`src/rtl/mfd_queue.sv`:
```
module mfd_queue #(
    parameter int WIDTH = 48,
    parameter int DEPTH = 2
) (
    input  logic             aclk,
    input  logic             aresetn,
    input  logic             push,
    input  logic [WIDTH-1:0] push_data,
    output logic             ready,
    input  logic             pop,
    output logic             valid,
    output logic [WIDTH-1:0] pop_data
);

    localparam int PTR_W = (DEPTH > 1) ? $clog2(DEPTH) : 1;
    localparam int CNT_W = $clog2(DEPTH + 1);
    localparam logic [PTR_W-1:0] LAST  = PTR_W'(DEPTH - 1);
    localparam logic [CNT_W-1:0] FULLC = CNT_W'(DEPTH);

    logic [WIDTH-1:0] slot_reg [DEPTH];
    logic [PTR_W-1:0] wr_ptr_reg;
    logic [PTR_W-1:0] rd_ptr_reg;
    logic [CNT_W-1:0] count_reg;
    logic             do_push;
    logic             do_pop;

    assign ready    = (count_reg != FULLC);
    assign valid    = (count_reg != '0);
    assign pop_data = slot_reg[rd_ptr_reg];
    assign do_push  = push && ready;
    assign do_pop   = pop && valid;

    always_ff @(posedge aclk) begin
        if (!aresetn) begin
            wr_ptr_reg <= '0;
            rd_ptr_reg <= '0;
            count_reg  <= '0;
        end else begin
            if (do_push) begin
                slot_reg[wr_ptr_reg] <= push_data;
                wr_ptr_reg <= (wr_ptr_reg == LAST) ? '0 : wr_ptr_reg + PTR_W'(1);
            end
            if (do_pop) begin
                rd_ptr_reg <= (rd_ptr_reg == LAST) ? '0 : rd_ptr_reg + PTR_W'(1);
            end
            if (do_push && !do_pop) begin
                count_reg <= count_reg + CNT_W'(1);
            end else if (do_pop && !do_push) begin
                count_reg <= count_reg - CNT_W'(1);
            end
        end
    end

endmodule

```
`config.mk`:
```
export PLATFORM = sky130hd
export DESIGN_NAME = mfd_queue
export DESIGN_NICKNAME = d
export VERILOG_FILES = /design/src/rtl/mfd_queue.sv
export SDC_FILE = /design/constraint.sdc
export NUM_CORES = 1
export LEC_CHECK = 0
export ABC_CLOCK_PERIOD_IN_PS = 6660
export BUFFER_PORTS_ARGS = -buffer_cell sky130_fd_sc_hd__buf_2
export CAP_MARGIN = 10
export CORE_MARGIN = 5
export CORE_UTILIZATION = 58
export CTS_BUF_LIST = sky130_fd_sc_hd__clkbuf_8
export DETAILED_ROUTE_END_ITERATION = 6
export GPL_TIMING_DRIVEN = 0
export HOLD_SLACK_MARGIN = 0.02
export PLACE_DENSITY = 0.95
export SLEW_MARGIN = 20
export SYNTH_ARGS = -nofsm -noshare
export SYNTH_HDL_FRONTEND = slang
export SYNTH_SLANG_ARGS = --single-unit
export TNS_END_PERCENT = 1
```
`constraint.sdc`:
```
create_clock -name aclk -period 6.66 [get_ports aclk]
set_input_delay 0.999 -clock aclk [delete_from_list [all_inputs] [get_ports aclk]]
set_output_delay 0.999 -clock aclk [all_outputs]
set_load 0.02 [all_outputs]
```
# After elaboration in Yosys (flattened, before gate mapping)
# Memory sizes are Yosys's and may differ from the RTL's. A register that Yosys moved wholly into a read port is not among the register bits.
# Index checks and enable logic that the tools add are counted.
[classes] n_addsub=4 eq_ne=1 n_mux=9 reduce_logical=8
[op_table] op="2-to-1 mux 1 bit" count=7
[op_table] op="logical AND 1 bit" count=4
[op_table] op="2-to-1 mux 2 bit" count=2
[op_table] op="nonzero test 2 bit" count=2
[op_table] op="adder 1 bit (second input constant)" count=2
[op_table] op="adder 2 x 1 -> 2 bit (second input constant)" count=1
[op_table] op="logical NOT 1 bit" count=2
[op_table] op="inequality test 2 bit (second input constant)" count=1
[op_table] op="subtractor 2 x 1 -> 2 bit (second input constant)" count=1
[totals] regBits=4 ramBits=96 inputBits=52 out_inout_bits=50 word_cells=26 n_memories=1
[memory_table] name="slot_reg" words=2 width=48 read_ports=1 rd_clocked_by_memory_dff=1 wr=1 line="20" text="logic [WIDTH-1:0] slot_reg [DEPTH];"

# Depth between registers and ports, before layout
# Gate-level depths: netlist of run 1.
[depth] word_depth=6 mapped_depth=6 depth_no_buf=6

# Least setup slack after synthesis of run 1
# OpenSTA, ideal clock, no wires.
[synth_timing] path_type="input -> register" start="in aresetn" end="mem slot_reg[0][0], enable pin" setup_time_ns=0.453 arrival_ns=3.087 path_slack_ns=3.119 stages=2 path_buffers=0 path_cell_list="nand3_1 > nor2_1"
[synth_between] elab_chain_cells=2
[synth_lines] element="from (decl)" line="6" text="input logic aresetn,"
[synth_lines] element="2-to-1 mux 1 bit" line="34" text="if (!aresetn) begin"
[synth_lines] element="2-to-1 mux 1 bit (not written as such)" line="40" text="slot_reg[wr_ptr_reg] <= push_data;"
[synth_lines] element="to (decl)" line="20"
# No other way between the ends.

==> results of run 1 <==
## area by class of cell
cell class,instances,area [sq um]
Timing Repair Buffer,103,561
Fill cell,420,1700
Tap cell,77,96.3
Sequential cell,101,2980
Clock buffer,9,124
Buffer,5,32.5
Multi-Input combinational cell,68,681
Clock inverter,7,90.1
Inverter,2,7.51
## metrics by stage
| stage | area (sq um) | power (uW) | setup WS, ps |
|---|---|---|---|
| floorplan | 3690 | 1100 | 3120 |
| global placement | 4300 | 1220 | 2030 |
| detailed placement | 4360 | 1250 | 4150 |
| CTS | 4570 | 1650 | 4020 |
| global route | 4570 | 1710 | 3930 |
| finish | 4570 | 1630 | 4050 |
## critical path: stages (launching register included)
cell and delay [ps]:
dfxtp_1 350, buf_4 190, buf_4 210, mux2_2 350, buf_2 160
## layer usage
metal  share of wire (%)  vias up  track usage [%]
met5                   0        -                0
met4                 1.4        0             6.05
met3                 8.0       12             7.01
met2                  52       75             28.5
met1                  38      941             18.7
li1                    -      909                -
## power by group
group          total [uW]  switching, uW  internal (uW)
clock                 406            196            210
sequential            777           20.4            756
combinational         451            257            195
## cells by family after synthesis
family | synth area share (%)
AO/OA/AOI/OAI | 0.812
adder cells (fa/ha/maj) | 0.339
AND/OR/NAND/NOR | 1.69
multiplexers | 14.6
flip-flops | 80.7
XOR/XNOR | 0.711
buffers and inverters | 1.08
## synth_stat cells
cell and instances:
edfxtp_1 96, or3_1 2, xnor2_1 2, xor2_1 1, o21ai_0 2, dfxtp_1 5
or2_2 1, buf_2 2, nand3_1 1, o21ai_1 1, nor2_1 2, nor2b_1 1
inv_1 2, and3_1 1, mux2_2 48, buf_4 3, ha_1 1, and2_1 3
a21boi_1 2
## worst paths after layout
| check | startpoint | endpoint | slack, ps |
|---|---|---|---|
| setup / recovery | flop | pop_data[17] | 4050 |
| hold / removal | wr_ptr_reg | wr_ptr_reg | 550 |
| setup reg to reg | count_reg[0] | slot_reg[0][15] | 4720 |
| hold reg to reg | wr_ptr_reg | wr_ptr_reg | 550 |
==> reports/results.ini, run 1 <==
[outcome]
outcome = finished clean

[route]
drc = 0
drt-pass1-iter-count = 4
viasPerCell = 5.21
vias = 1937
drtIter0Drc = 93
wl_um = 6720
routedWlPerCell_um = 18.1
ant_nets = 0

[floorplan]
die_h_um = 89.8
dieArea_sq_mm = 0.00807
rows = 29
num_io_pins = 102
die_w_um = 89.8
coreArea_sq_mm = 0.00628
start_util_pct = 58.9

[timing]
tightest_slew_ps = 794
max_freq_mhz = 383
finalHoldViolations = 0
tns_ps = 0
hold_slack_ps = 546
fin_worst_skew_ps = 9.03
relSlewSlack_pct = 47.0
finalSetupViolations = 0
final_max_slew_viol_count = 0
min_period_over_period_pct = 39.3
finalCriticalPeriod_ps = 2610
rsz0062_at_grt = false

[clock_network]
clkTransAtPathRegs_ps = 90
htreeDepth = 3
cts_tree = done
cts_resized = 0
postCtsSetupBuffers = 0
clockRootBuffer = clkbuf_8
clk_latency_ps = 360
ctsHoldBuffers = 0
cts_made_buffers = 9
cts_sinks = 101
cts_max_path_buffers = 2

[finish]
final_cell_mix = buf_2, edfxtp_1, mux2_2
syn_to_final_growth_pct = 23.8
drive_above_1_share_pct = 59.0
final_cells = 372
final_nets = 343
largest_reg_flops = 96
mostFrequentLayoutCell = buf_2
diodes = 0
post-route-util_pct = 72.9

[placement]
dp.cells = 356
globalplace.congestion = 0.682
io_buffers = 101
dp_hpwl_um = 4840

[logic_synthesis]
synth.top_cell.area_share_pct = 78.0
synth_seq_cells = 101
synthCells = 176
ys_types = 19
syn_area_per_cell_sq_um = 21.0
ys_warn_count = 0
yosys-top-cells-area = edfxtp_1, mux2_2, dfxtp_1, buf_4, and2_1
synth_top_area_cell = edfxtp_1
synth_fp_nets = 229
synth.yosys.seq_area_share_pct = 80.7
syn-cell-area_sq_mm = 0.00369

[critical_path]
critPathRequiredTime_ps = 5660
end_kind = output port
ff2ff_path_depth = 5
arrival_ps = 1620
crit_fanout = 10
start_kind = flop
worstSetupPathType = reg -> out

[global_route]
grt_pass1_vias = 2189
grt_max_degree = 26
grt_use_total_pct = 16.7
grt_pass1_wl_um = 10600
antenna_found_initial = 0
overflow = 0

[job]
maxCapViolCount = 0

[pwr]
ir_drop_mv = 0.228
cellLeakagePower_uw = 0.00171
cellPowerDensity_mw_per_mm2 = 357

[worst_hold_path]
hold_path_class = reg -> reg
hold_depth = 2

(Power assumes the default switching activity.)
==> inputs of run 2 (changes only) <==
Settings changed: ABC_CLOCK_PERIOD_IN_PS 6660 to 2400, CORE_UTILIZATION 58 to 48, PLACE_DENSITY 0.95 to 0.88.
Clock period 6.66 ns to 2.4 ns, I/O delays scaled along.
==> run 2 against run 1 <==
Against the previous run: via count down 0.46%; count of clock-buffer cells in the layout unchanged; final cell count up 7.0%; first-iteration DRC count down 38%; hold slack worse by 350 ps; sequential cell count unchanged; non-clock buffer count up 1; setup slack worse by 3600 ps; combinational power rose to 2.8 times the previous value; clock power rose to 2.8 times the previous value; largest cell class unchanged; critical path depth unchanged.
==> reports/results.ini, run 2 (synthesis gave the netlist of run 1 again) <==
[outcome]
outcome = finished clean

[global_route]
grt_pass1_vias = 2095  ; -4.3%
use_met2_pct = 23.9  ; -4.5 points
grt.busiest_layer = met2
grt_pass1_wl_um = 9940  ; -5.8%
grt_max_degree = 27  ; +3.8%
met3_usage_pct = 4.07  ; -2.9 points
grt_use_total_pct = 13.3  ; -3.4 points
antenna_found_initial = 0  ; unchanged
overflow = 0  ; unchanged
use_met1_pct = 14.7  ; -4.0 points

[finish]
mostFrequentLayoutCell = buf_2
final_cell_mix = buf_2, edfxtp_1, mux2_2
largest_reg_flops = 96  ; unchanged
num-fill-cells = 587  ; +40%
syn_to_final_growth_pct = 25.2
drive_above_1_share_pct = 58.8  ; -0.20 points
final_nets = 344  ; +0.29%
diodes = 0  ; unchanged

[route]
ant_nets = 0  ; unchanged
routedWlPerCell_um = 15.6  ; -14%
viasPerCell = 4.84  ; -7.0%
vias = 1928  ; -0.46%
wl_um = 6190  ; -7.9%
drc = 0  ; unchanged
drt-pass1-iter-count = 4  ; unchanged
drtIter0Drc = 58  ; -38%

[critical_path]
crit_path_frequent_cell = buf_4
cp_cell_sequence = buf_4, buf_4, mux2_2, buf_2
end_kind = output port
critPathRequiredTime_ps = 2040  ; -3620 ps
r2r_end = slot_reg[1][17]
crit_fanout = 10  ; unchanged
start_kind = flop
critPathMaxStageDelay_ps = 350  ; about the same
arrival_ps = 1610  ; about the same
ff2ff_path_depth = 4  ; -1
ff2ff_setup_slack_ps = 590  ; -4130 ps
worstReg2RegStart = count_reg[0]
worstSetupPathType = reg -> out
cp_slowest_cell = dfxtp_1

[timing]
relSlewSlack_pct = 62.6  ; +16 points
tns_ps = 0  ; unchanged
finalHoldViolations = 0  ; unchanged
rsz0062_at_grt = false
hold_slack_ps = 200  ; -346 ps
tightest_slew_ps = 561  ; -232 ps
fin_ws_ps = 432  ; -3610 ps
fin_worst_skew_ps = 7.65  ; -1.38 ps
min_period_over_period_pct = 82.0
final_max_slew_viol_count = 0  ; unchanged
max_freq_mhz = 508
finalSetupViolations = 0  ; unchanged
finalCriticalPeriod_ps = 1970

[clock_network]
clkTransAtPathRegs_ps = 90  ; about the same
clockRootBuffer = clkbuf_8
ctsHoldBuffers = 0  ; unchanged
postCtsSetupBuffers = 0  ; unchanged
cts_tree = done
cts_resized = 0  ; unchanged
clk_latency_ps = 340  ; -20 ps
cts_made_buffers = 9  ; unchanged
htreeDepth = 3  ; unchanged
cts_max_path_buffers = 2  ; unchanged
cts_sinks = 101  ; unchanged

[job]
maxCapViolCount = 0  ; unchanged

[pwr]
cellPowerDensity_mw_per_mm2 = 977  ; +170%
cellLeakagePower_uw = 0.00172  ; +0.60%
ir_drop_mv = 0.466  ; +100%
power_uw = 4520  ; +180%

[worst_hold_path]
hp-start = push_data[14]
hold_path_class = in -> reg
hold_end = slot_reg[1][14]
hold_depth = 1  ; -1

[floorplan]
dieArea_sq_mm = 0.00955  ; +18%
die_h_um = 97.7  ; +8.8%
start_util_pct = 48.6  ; -10 points
num_io_pins = 102  ; unchanged
coreArea_sq_mm = 0.00761  ; +21%
die_w_um = 97.7  ; +8.8%
rows = 32  ; +10%

[placement]
io_buffers = 101  ; unchanged
globalplace.congestion = 0.712  ; +4.4%
dp_hpwl_um = 4420  ; -8.6%
dp_slack_ps = 563  ; -3590 ps

## run 2: cell count changes in the layout (fill, tap and decap cells not counted)
cell / delta
clkinv_4: +1
clkinvlp_4: -1
clkinv_1: +1
buf_12: +1
clkinv_2: -1
## run 2: per-stage QoR
step,instances,cell area (sq um),utilization [%]
2_1_floorplan,176,3700,-
5_1_grt,398,4630,60.8
6_report,398,4630,60.8
3_3_place_gp,379,4340,57.0
4_1_cts,398,4630,60.8
3_5_place_dp,382,4410,58.0
## run 2: critical path: cells and delay by family (launching register included)
kind	cells	cell delay, ps
buffers and inverters	3	570
flip-flops	1	350
multiplexers	1	350
## run 2: worst max path at each step
stage / start / endpoint / depth (start not counted)
after floorplan: count_reg[0] / slot_reg[1][0] / 3
after global placement: push / slot_reg[1][22] / 4
after CTS: flop / pop_data[18] / 4
final: flop / pop_data[18] / 4
after global routing: flop / pop_data[16] / 4
after detailed placement: push / slot_reg[1][25] / 5
## run 2: area by class of cell
type | count | area (sq um) | share of cell area [%]
clock buffers | 9 | 124 | 2.68
inverters | 2 | 7.51 | 0.162
multi-input cells | 68 | 681 | 14.7
well taps | 102 | 128 | 2.76
flip-flops and latches | 101 | 2980 | 64.5
clock inverters | 7 | 90.1 | 1.95
plain buffers | 5 | 32.5 | 0.703
repair buffers | 104 | 581 | 12.6
## run 2: metal layers
| metal | routed length [um] | up-vias |
|---|---|---|
| met5 | 0 | - |
| met4 | 47 | 0 |
| met3 | 387 | 7 |
| met2 | 3200 | 73 |
| met1 | 2550 | 937 |
| li1 | - | 911 |
## run 2: power by group
| part | switching, uW | leakage [uW] | total (uW) | internal [uW] |
|---|---|---|---|---|
| registers | 49.2 | 0.000921 | 2150 | 2100 |
| clock network | 536 | 0.000108 | 1120 | 582 |
| logic | 703 | 0.000693 | 1250 | 551 |
| total | 1290 | 0.00172 | 4520 | 3230 |
