## config.mk

```make
export PLATFORM = sky130hd
export DESIGN_NAME = mfd_front
export DESIGN_NICKNAME = d
export VERILOG_FILES = /design/src/rtl/mfd_pkg.sv /design/src/rtl/mfd_front.sv
export SDC_FILE = /design/constraint.sdc
export NUM_CORES = 1
export LEC_CHECK = 0
export ABC_AREA = 0
export BUFFER_PORTS_ARGS = -buffer_cell sky130_fd_sc_hd__buf_2
export CAP_MARGIN = 10
export CELL_PAD_IN_SITES_DETAIL_PLACEMENT = 0
export CELL_PAD_IN_SITES_GLOBAL_PLACEMENT = 1
export CORE_ASPECT_RATIO = 2
export CORE_MARGIN = 1
export CORE_UTILIZATION = 40
export DETAILED_ROUTE_END_ITERATION = 8
export PLACE_DENSITY_LB_ADDON = 0.2
export SLEW_MARGIN = 10
export SYNTH_ARGS = -nofsm -noshare
export SYNTH_HDL_FRONTEND = slang
export SYNTH_SLANG_ARGS = --single-unit
```

## constraint.sdc

```tcl
create_clock -name vclk -period 7.7
set_input_delay 0.385 -clock vclk [all_inputs]
set_output_delay 0.385 -clock vclk [all_outputs]
set_load 0.01 [all_outputs]
```

## src/rtl/mfd_pkg.sv

```systemverilog
package mfd_pkg;

    localparam int SAMPLE_W          = 16;
    localparam int BASE_DELAY_W      = 24;
    localparam int MIX_DEPTH_W       = 16;
    localparam int FRAC_W            = 8;
    localparam int CFG_ADDR_W        = 1;
    localparam int CFG_DATA_W        = 24;
    localparam int IN_TDATA_W        = 48;
    localparam int OUT_TDATA_W       = 16;
    localparam int BUFFER_DEPTH_DFLT = 65536;
    localparam int QUEUE_DEPTH       = 2;

    localparam logic [MIX_DEPTH_W-1:0] MIX_DEPTH_RESET = 16'd16384;

    typedef enum logic [CFG_ADDR_W-1:0] {
        REG_BASE_DELAY = 1'b0,
        REG_MIX_DEPTH  = 1'b1
    } cfg_reg_t;

    // 1 + mod in Q1.15 as an unsigned 16-bit factor: 32768 + mod flips the sign bit
    function automatic logic [SAMPLE_W-1:0] one_plus(input logic [SAMPLE_W-1:0] m);
        one_plus = {~m[SAMPLE_W-1], m[SAMPLE_W-2:0]};
    endfunction

endpackage

```

## src/rtl/mfd_front.sv

```systemverilog
module mfd_front #(
    parameter int BUFFER_DEPTH = 65536
) (
    input  logic [mfd_pkg::BASE_DELAY_W-1:0] base_delay,
    input  logic [mfd_pkg::IN_TDATA_W-1:0]   s_tdata,
    // fields from lowest bit: n, f, in_sample, depth_mod
    output logic [2*mfd_pkg::SAMPLE_W+mfd_pkg::FRAC_W+$clog2(BUFFER_DEPTH)-1:0] entry
);
    import mfd_pkg::*;

    localparam int AW   = $clog2(BUFFER_DEPTH);
    localparam int PW   = BASE_DELAY_W + SAMPLE_W;
    localparam int DW   = PW - (SAMPLE_W - 1);
    localparam int CW   = (AW + FRAC_W > DW) ? AW + FRAC_W : DW;
    localparam logic [CW-1:0] MAXD = CW'(BUFFER_DEPTH - 1) << FRAC_W;

    logic [SAMPLE_W-1:0] in_sample;
    logic [SAMPLE_W-1:0] delay_mod;
    logic [SAMPLE_W-1:0] depth_mod;
    logic [PW-1:0]       prod;
    logic [CW-1:0]       d_ext;
    logic [CW-1:0]       d_clamp;

    assign in_sample = s_tdata[SAMPLE_W-1:0];
    assign delay_mod = s_tdata[2*SAMPLE_W-1:SAMPLE_W];
    assign depth_mod = s_tdata[3*SAMPLE_W-1:2*SAMPLE_W];

    // delay in samples with 8 fraction bits = base * (1 + mod)
    assign prod    = {{SAMPLE_W{1'b0}}, base_delay}
                   * {{BASE_DELAY_W{1'b0}}, one_plus(delay_mod)};
    assign d_ext   = CW'(prod[PW-1:SAMPLE_W-1]);
    assign d_clamp = (d_ext > MAXD) ? MAXD : d_ext;

    assign entry = {depth_mod, in_sample, d_clamp[FRAC_W-1:0], d_clamp[AW+FRAC_W-1:FRAC_W]};

endmodule

```

After elaboration in Yosys (flattened, before gate mapping)
Cells that the tools add are included.
{"block": "word_totals", "output_inout_bits": 56, "elab_cells": 4, "reg_bits": 0, "input_bits": 72}
{"block": "op_classes", "n_bitwise": 1, "n_mux": 1, "n_mul": 1, "n_lt_le_gt_ge": 1}
{"operator": "$mul A24 B16 Y40", "count": 1}
{"operator": "$gt A25 B24 Y1 const B", "count": 1}
{"operator": "$mux W24", "count": 1}
{"operator": "$not A1 Y1", "count": 1}

Longest topological paths before layout
Gate-level depths: netlist of run 1.
{"block": "depth", "ltp_word": 4, "ltp_mapped": 26, "mapped_depth_nobuf": 23}

Worst setup path before layout of run 1
Ideal clock, no wire load.
{"block": "synth_timing", "kind": "input to output", "start": "in base_delay[14] (netlist name)", "end": "out entry[23] (netlist name)", "path_buffers": 2, "arrival_time_ps": 6566, "setup_slack_ps": 749, "required_ps": 7315, "path_stages": 24, "cell_sequence": "clkbuf_1 -> nand2_1 -> fa_1 -> inv_1 -> fa_1 -> inv_1 -> fa_1 -> inv_1 -> fa_1 -> fa_1 -> inv_1 -> fa_1 -> inv_1 -> ha_1 -> buf_2 -> a21oi_2 -> o21ai_0 -> a2111oi_1 -> a21oi_1 -> xor2_1 -> or4b_1 -> o2111ai_1 -> nor4_1 -> nor4b_1"}
{"block": "synth_via", "elab_chain_cells": 3}
{"element": "from (decl)", "line_no": "mfd_front.sv:4", "text": "input logic [mfd_pkg::BASE_DELAY_W-1:0] base_delay,"}
{"element": "$mul A24 B16 Y40 *", "line_no": "mfd_front.sv:30", "text": "* {{BASE_DELAY_W{1'b0}}, one_plus(delay_mod)};"}
{"element": "$gt A25 B24 Y1", "line_no": "mfd_front.sv:32", "text": "assign d_clamp = (d_ext > MAXD) ? MAXD : d_ext;"}
{"element": "$mux W24 *", "line_no": "mfd_front.sv:32"}
{"element": "to (decl)", "line_no": "mfd_front.sv:7", "text": "output logic [2*mfd_pkg::SAMPLE_W+mfd_pkg::FRAC_W+$clog2(BUFFER_DEPTH)-1:0] entry"}
Every way passes the cells marked *; elsewhere a longest branch is shown, timed or not.

Worst setup path after layout of run 1
{"block": "layout_timing", "start": "in s_tdata[26] (netlist name)", "end": "out entry[16] (netlist name)"}
{"block": "layout_via", "elab_chain_cells": 3}
{"element": "from (decl)", "line_no": "mfd_front.sv:5", "text": "input logic [mfd_pkg::IN_TDATA_W-1:0] s_tdata,"}
{"element": "$mul A24 B16 Y40 *", "line_no": "mfd_front.sv:30"}
{"element": "$gt A25 B24 Y1", "line_no": "mfd_front.sv:32"}
{"element": "$mux W24 *", "line_no": "mfd_front.sv:32"}
Marks and branches as above.

==> metrics.txt, run 1 <==
final instance area 0.0141 mm²; post-place instance area 0.0140 mm²; fin util 43.9%; vias after detailed routing 10,300; XOR/XNOR Fraction of Synth Area 1.28%; simple-gate portion of the synthesized area 19.6%; CP endpoint kind output port; most frequent cells in the layout 346 x inv_1, 305 x fa_1, 251 x nand2_1; Mean Syn Cell Area 8.47 µm²; CP Launch Point s_tdata[26]; area grow syn2layout 8.79%; clock buffers 0; Port Buffers 64; Antenna Nets Post-Route 0; post-layout minimum cycle time 7.47 ns; # diodes 0; GRT Overall Usage 25.0%; crit share post-route 97.1%; outcome completed; drt wl/cell 19.5 µm; Slew headroom 61.4%; most common cell after layout, fill and taps aside inv_1; HP Class primary input to output port; maximum clock frequency 134 MHz; number of max-cap violations 0; adder-cell area share of the yosys netlist 57.6%; post-synthesis compound-gate area fraction 7.20%; layout cells sized above 1 12.3%; vias in the first global route 11,800; GR Overflow Total 0; Worst-Margin Slew 0.573 ns; drt total wl 39.2 mm; Fin. Hold Viols 0; Mapped Cells 1,532; setup tns final 0 ns; crit path capture entry[16]; CTS Hold Buffers Added 0; first-pass GRT wire length 62.2 mm; Residual DRC 0; core box area 0.0321 mm²; Die ar. 0.0332 mm²; WP data arrival 7.09 ns; num sequential 0; worst path required time 7.32 ns; I/O Pins 128; Final nets 2,070; GP Congestion 0.870; Die W 129 µm; Initial Util 40.4%; DP Wirelength 34.5 mm; Synth cell types 70; largest net degree at the start of global routing 24; Final Setup Violations 0; register area 0 µm²; mapped cell area 0.0130 mm²; Place WS 0.00489 ns; Seq/Total Area, Yosys 0%; mux share of post-synthesis cell area 0.164%; vias per inst 5.12; floorplan row count 93; TritonRoute pass-1 iters 6; critical path launch point type primary input; height of the die 257 µm; Max Slew Vio Count 0; Critical Path Fanout Max 11; Post-Syn Nets 2,018; Filler cells 3,401; initial antenna violation count 0; final worst slack 0.225 ns; Yosys warnings 0; Worst Path Class, Setup primary input to output port; main combinational cell family by area after synthesis adder cells; initial DRC count 284
[layout make-up]
type	instances	area [µm²]	area share [%]
Multi-Input combinational cell	1081	11200	79.6
Inverter	346	1300	9.20
Timing Repair Buffer	155	1050	7.45
Tap cell	427	534	3.79
[worst min path at each step]
stage	from	endpoint	slack [ns]	cells after the start
6_report	s_tdata[1]	entry[25]	0.77	0
3_5_place_dp	s_tdata[0]	entry[24]	0.77	0
4_1_cts	s_tdata[0]	entry[24]	0.77	0
3_3_place_gp	s_tdata[0]	entry[24]	0.77	0
2_1_floorplan	s_tdata[0]	entry[24]	0.86	1
5_1_grt	s_tdata[10]	entry[34]	0.77	0
[Yosys cell counts, types with 7 or more instances]
master      n  share of area [%]
a21o_1     10               0.58
a21oi_1    35                1.4
and2_1    140                6.8
and3_1     12               0.58
buf_4      33                1.9
clkbuf_1   64                1.9
fa_1      305                 47
ha_1      109                 11
inv_1     346                 10
nand2_1   251                7.3
nand2b_1   16               0.77
nand3_1     9               0.35
nand4_1    11               0.53
nor2_1     21               0.61
nor2b_1    16               0.77
nor3_1      8               0.31
o211ai_1    7               0.41
o21ai_0    23               0.89
xnor2_1    14               0.95
[critical path: stages]
cell	delay (ns)
buf_2	0.18
buf_4	0.21
and2_1	0.19
fa_1	0.53
inv_1	0.05
fa_1	0.57
fa_1	0.50
fa_1	0.51
inv_1	0.05
fa_1	0.47
inv_1	0.05
fa_1	0.48
inv_1	0.04
ha_1	0.47
nand4_1	0.24
o31a_1	0.36
a211o_1	0.33
and3b_4	0.21
nor4_2	0.24
nand4_1	0.14
or4_4	0.54
and4_1	0.22
buf_2	0.13
[layer usage]
| metal | vias up | track usage (%) | part of all wire, % |
|---|---|---|---|
| li1 | 4657 | - | - |
| met1 | 5325 | 22.8 | 31 |
| met2 | 202 | 53.1 | 61 |
| met3 | 104 | 1.00 | 2.1 |
| met4 | 0 | 11.4 | 5.7 |
| met5 | - | 0 | 0 |
[metrics by stage]
step | hold slack, ns | instances
3_5_place_dp | 0.770 | 2007
5_1_grt | 0.770 | 2009
4_1_cts | 0.770 | 2007
6_report | 0.770 | 2009
3_3_place_gp | 0.770 | 2007
2_1_floorplan | 0.862 | 1532
[cell families (layout without fill, tap and decap cells)]
kind of cell | after synthesis | after routing
AND/OR/NAND/NOR | 509 | 509
buffers and inverters | 451 | 501
multiplexers | 2 | 2
AO/OA/AOI/OAI | 137 | 137
adder cells (fa/ha/maj) | 414 | 414
XOR/XNOR | 19 | 19
[repair_timing]
action / CTS / global route
setup buffers: 0 / 2
pin swaps: 0 / 5
gates resized for setup: 2 / 47
setup endpoints to repair: 2 / 13
Power of run 1 is left out: the tool's default activity adds up to more than one toggle a clock period on the data nets, which glitch-free logic cannot reach.
==> inputs of run 2 (changes only) <==
Settings changed: ABC_CLOCK_PERIOD_IN_PS set to 7700, CORE_UTILIZATION 40 to 25.
==> metrics.txt, run 2 (same netlist as run 1, synthesis figures left out) <==
number of max-cap violations 0; initial DRC count 416; Finished Layout Cells 2,248; drt total wl 44.1 mm; num sequential 0; height of the die 324 µm; CP endpoint kind output port; core box area 0.0511 mm²; post-place instance area 0.0143 mm²; Die ar. 0.0529 mm²; Filler cells 5,552; Port Buffers 64; initial antenna violation count 1; worst path required time 7.32 ns; layout cells sized above 1 14.2%; Slew headroom 65.7%; final instance area 0.0146 mm²; critical path launch point type primary input; clock buffers 0; area grow syn2layout 12.6%; setup tns final 0 ns; WP data arrival 7.05 ns; GRT Overall Usage 17.2%; CP max stage delay 0.61 ns; RSZ-0062 raised after global routing true; register area 0 µm²; Residual DRC 0; Worst-Margin Slew 0.514 ns; first-pass GRT wire length 67.5 mm; outcome completed; HP Class primary input to output port; Worst Path Class, Setup primary input to output port; Antenna Nets Post-Route 0; CP cell instances buf_2 -> buf_6 -> nand2_1 -> fa_1 -> inv_1 -> fa_1 -> fa_1 -> fa_2 -> fa_1 -> inv_1 -> fa_1 -> inv_1 -> ha_1 -> buf_4 -> nand4_1 -> o211ai_1 -> a41oi_2 -> a2111o_1 -> a31oi_1 -> xnor2_1 -> nand4b_1 -> or4_4 -> and3_1 -> buf_2; most frequent cells in the layout 346 x inv_1, 302 x fa_1, 250 x nand2_1; largest net degree at the start of global routing 24; Final nets 2,082; floorplan row count 117; # diodes 0; post-layout minimum cycle time 7.44 ns; Critical Path Fanout Max 15; TritonRoute pass-1 iters 5; Fin. Hold Viols 0; Slowest-stage cell, CP fa_1; worst hold start s_tdata[0]; GR Overflow Total 0; most frequent CP cell fa_1; Max Slew Vio Count 0; dpl cells 2,246; DP Wirelength 40.4 mm; hold-critical path depth 0; I/O Pins 128; vias after detailed routing 10,300; crit share post-route 96.6%; Die W 163 µm; drt wl/cell 19.6 µm; vias per inst 4.57; CP Launch Point s_tdata[24]; Final Setup Violations 0; Initial Util 25.4%; maximum clock frequency 134 MHz; GP Congestion 0.847; vias in the first global route 11,500; most common cell after layout, fill and taps aside inv_1
run 2: cell count changes in the layout (fill, tap and decap cells not counted), sizes merged:
cell	delta
clkbuf	+2
buf	+10
run 2: metal layers:
| metal | wire [µm] | part of all wire (%) | global-route usage, % |
|---|---|---|---|
| met1 | 13100 | 30 | 15.2 |
| met2 | 28800 | 65 | 39.3 |
| met3 | 594 | 1.3 | 0.358 |
| met4 | 1580 | 3.6 | 5.19 |
| met5 | 0 | 0 | 0 |
run 2: final timing paths:
check	slack, ns	end
worst max-delay path	0.26	entry[17]
worst min-delay path	0.77	entry[24]
run 2: area by class of cell:
class                      count  area [µm²]  share of cell area, %
inverter                     346        1300                   8.89
multi-input combinational   1081       11300                   77.6
tap                          654         818                   5.60
timing repair buffer         167        1160                   7.91
run 2: worst max-delay path, delay by kind of cell:
| kind | cells | cell delay, ns |
|---|---|---|
| AO/OA/AOI/OAI | 4 | 1.00 |
| XOR/XNOR | 1 | 0.11 |
| adder cells (fa/ha/maj) | 7 | 3.41 |
| buffers and inverters | 7 | 0.91 |
| AND/OR/NAND/NOR | 5 | 1.23 |
run 2: stage by stage:
stage / setup WS [ns] / util (%) / hold WS, ns
after floorplan: 0.749 / - / 0.862
after global placement: -0.129 / 28.1 / 0.770
after detailed placement: -0.0825 / 28.1 / 0.770
after CTS: 0.0137 / 28.1 / 0.770
after global routing: -0.0566 / 28.6 / 0.770
final: 0.264 / 28.6 / 0.770
run 2: timing repair:
| item | in CTS | in global routing |
|---|---|---|
| resized for setup | 2 | 62 |
| endpoints found under the setup margin | 6 | 11 |
| setup buffers | 1 | 1 |
| pin swaps | 1 | 7 |
| hold buffers | 0 | 0 |
Power of run 2 is left out for the same reason.
==> inputs of run 3 (changes only) <==
==> constraint.sdc (replaced) <==
create_clock -name vclk -period 7.7
set_input_delay 2.31 -clock vclk [all_inputs]
set_output_delay 2.31 -clock vclk [all_outputs]
set_load 0.01 [all_outputs]
==> metrics.txt, run 3 (same netlist as run 1, synthesis figures left out) <==
DP Wirelength 41.9 mm; largest net degree at the start of global routing 14; initial DRC count 337; vias per inst 4.54; Initial Util 25.4%; CP Launch Point s_tdata[20]; floorplan row count 117; vias after detailed routing 11,100; CP cell instances buf_12 -> buf_6 -> and2_4 -> fa_1 -> inv_2 -> fa_2 -> fa_2 -> fa_1 -> inv_1 -> fa_1 -> fa_1 -> ha_4 -> and4_2 -> o2111a_2 -> a211oi_4 -> buf_4 -> a21oi_4 -> a21bo_4 -> xor2_2 -> buf_4 -> o2111ai_2 -> or4_4 -> and3_4 -> buf_6; Antenna Nets Post-Route 0; drt total wl 46.5 mm; # diodes 0; worst hold start s_tdata[0]; failing checks negative setup slack; critical path launch point type primary input; area of the multi-input gates 0.0123 mm²; crit share post-route 143%; GRT Overall Usage 18.0%; RSZ-0062 raised after global routing true; most frequent cells in the layout 323 x inv_1, 280 x fa_1, 247 x buf_4; HP Class primary input to output port; Die W 163 µm; Slowest-stage cell, CP or4_4; Fin. Hold Viols 0; clock buffers 0; worst path required time 5.39 ns; TritonRoute pass-1 iters 4; register area 0 µm²; Residual DRC 0; drt wl/cell 19.0 µm; Worst Path Class, Setup primary input to output port; Max Slew Vio Count 0; Final nets 2,283; GR Overflow Total 0; CTS Hold Buffers Added 0; CP endpoint kind output port; final worst slack -3.31 ns; Critical Path Fanout Max 10; I/O Pins 128; first-pass GRT wire length 71.0 mm; core box area 0.0511 mm²; Die ar. 0.0529 mm²; most common cell after layout, fill and taps aside inv_1; most frequent CP cell fa_1; post-place instance area 0.0159 mm²; Worst-Margin Slew 0.659 ns; area grow syn2layout 37.0%; outcome finished, violations left; Port Buffers 64; post-layout minimum cycle time 11.01 ns; number of max-cap violations 0; initial antenna violation count 0; CP max stage delay 0.60 ns; Final Setup Violations 24; vias in the first global route 12,800; Filler cells 5,384; num sequential 0; height of the die 324 µm; layout cells sized above 1 33.1%; Place WS -3.79 ns; maximum clock frequency 90.8 MHz; GP Congestion 0.821; WP data arrival 8.70 ns; final instance area 0.0178 mm²; Slew headroom 55.9%
-- run 3: cell types whose count changed in the layout (fill, tap and decap cells not counted), sizes merged --
cell	change
buf	+207
clkbuf	-6
-- run 3: what timing repair did --
action | CTS | global route
gates resized for setup | 209 | 147
cloned | 1 | 1
pin swaps | 78 | 74
endpoints found under the setup margin | 24 | 24
setup buffers | 34 | 25
-- run 3: per-layer routing --
layer  wire [µm]  up-vias  global-route usage [%]  part of all wire [%]
met1       13300     5749                    15.3                    29
met5           0        -                       0                     0
met2       30300      182                    41.0                    65
li1            -     5096                       -                     -
met3         720       81                   0.486                   1.5
met4        2180        0                    7.17                   4.7
-- run 3: path summary, 6_finish.rpt --
kind                  cells after the start        end
worst max-delay path                     24  entry[20]
worst min-delay path                      0  entry[24]
-- run 3: layout make-up --
type	count	area share (%)
multi-input cells	1081	69.0
repair buffers	368	19.1
well taps	654	4.60
inverters	346	7.31
-- run 3: critical path, delay by kind of cell --
kind	cells	cell delay [ns]
adders and majority gates	7	3.32
and+or+nand+nor	4	1.20
AOI/OAI and AO/OA	5	0.85
buffers and inverters	7	0.80
xor gates and xnor gates	1	0.20
-- run 3: through the flow --
| stage | utilization [%] | std cells | hold slack [ns] | setup TNS [ns] |
|---|---|---|---|---|
| floorplan | - | 1532 | 4.71 | -57.56 |
| global placement | 31.1 | 2391 | 4.62 | -80.14 |
| detailed placement | 31.1 | 2391 | 4.62 | -81.08 |
| CTS | 33.2 | 2425 | 4.62 | -75.53 |
| global route | 34.8 | 2449 | 4.62 | -78.59 |
| finish | 34.8 | 2449 | 4.62 | -74.75 |
Power of run 3 is left out for the same reason.
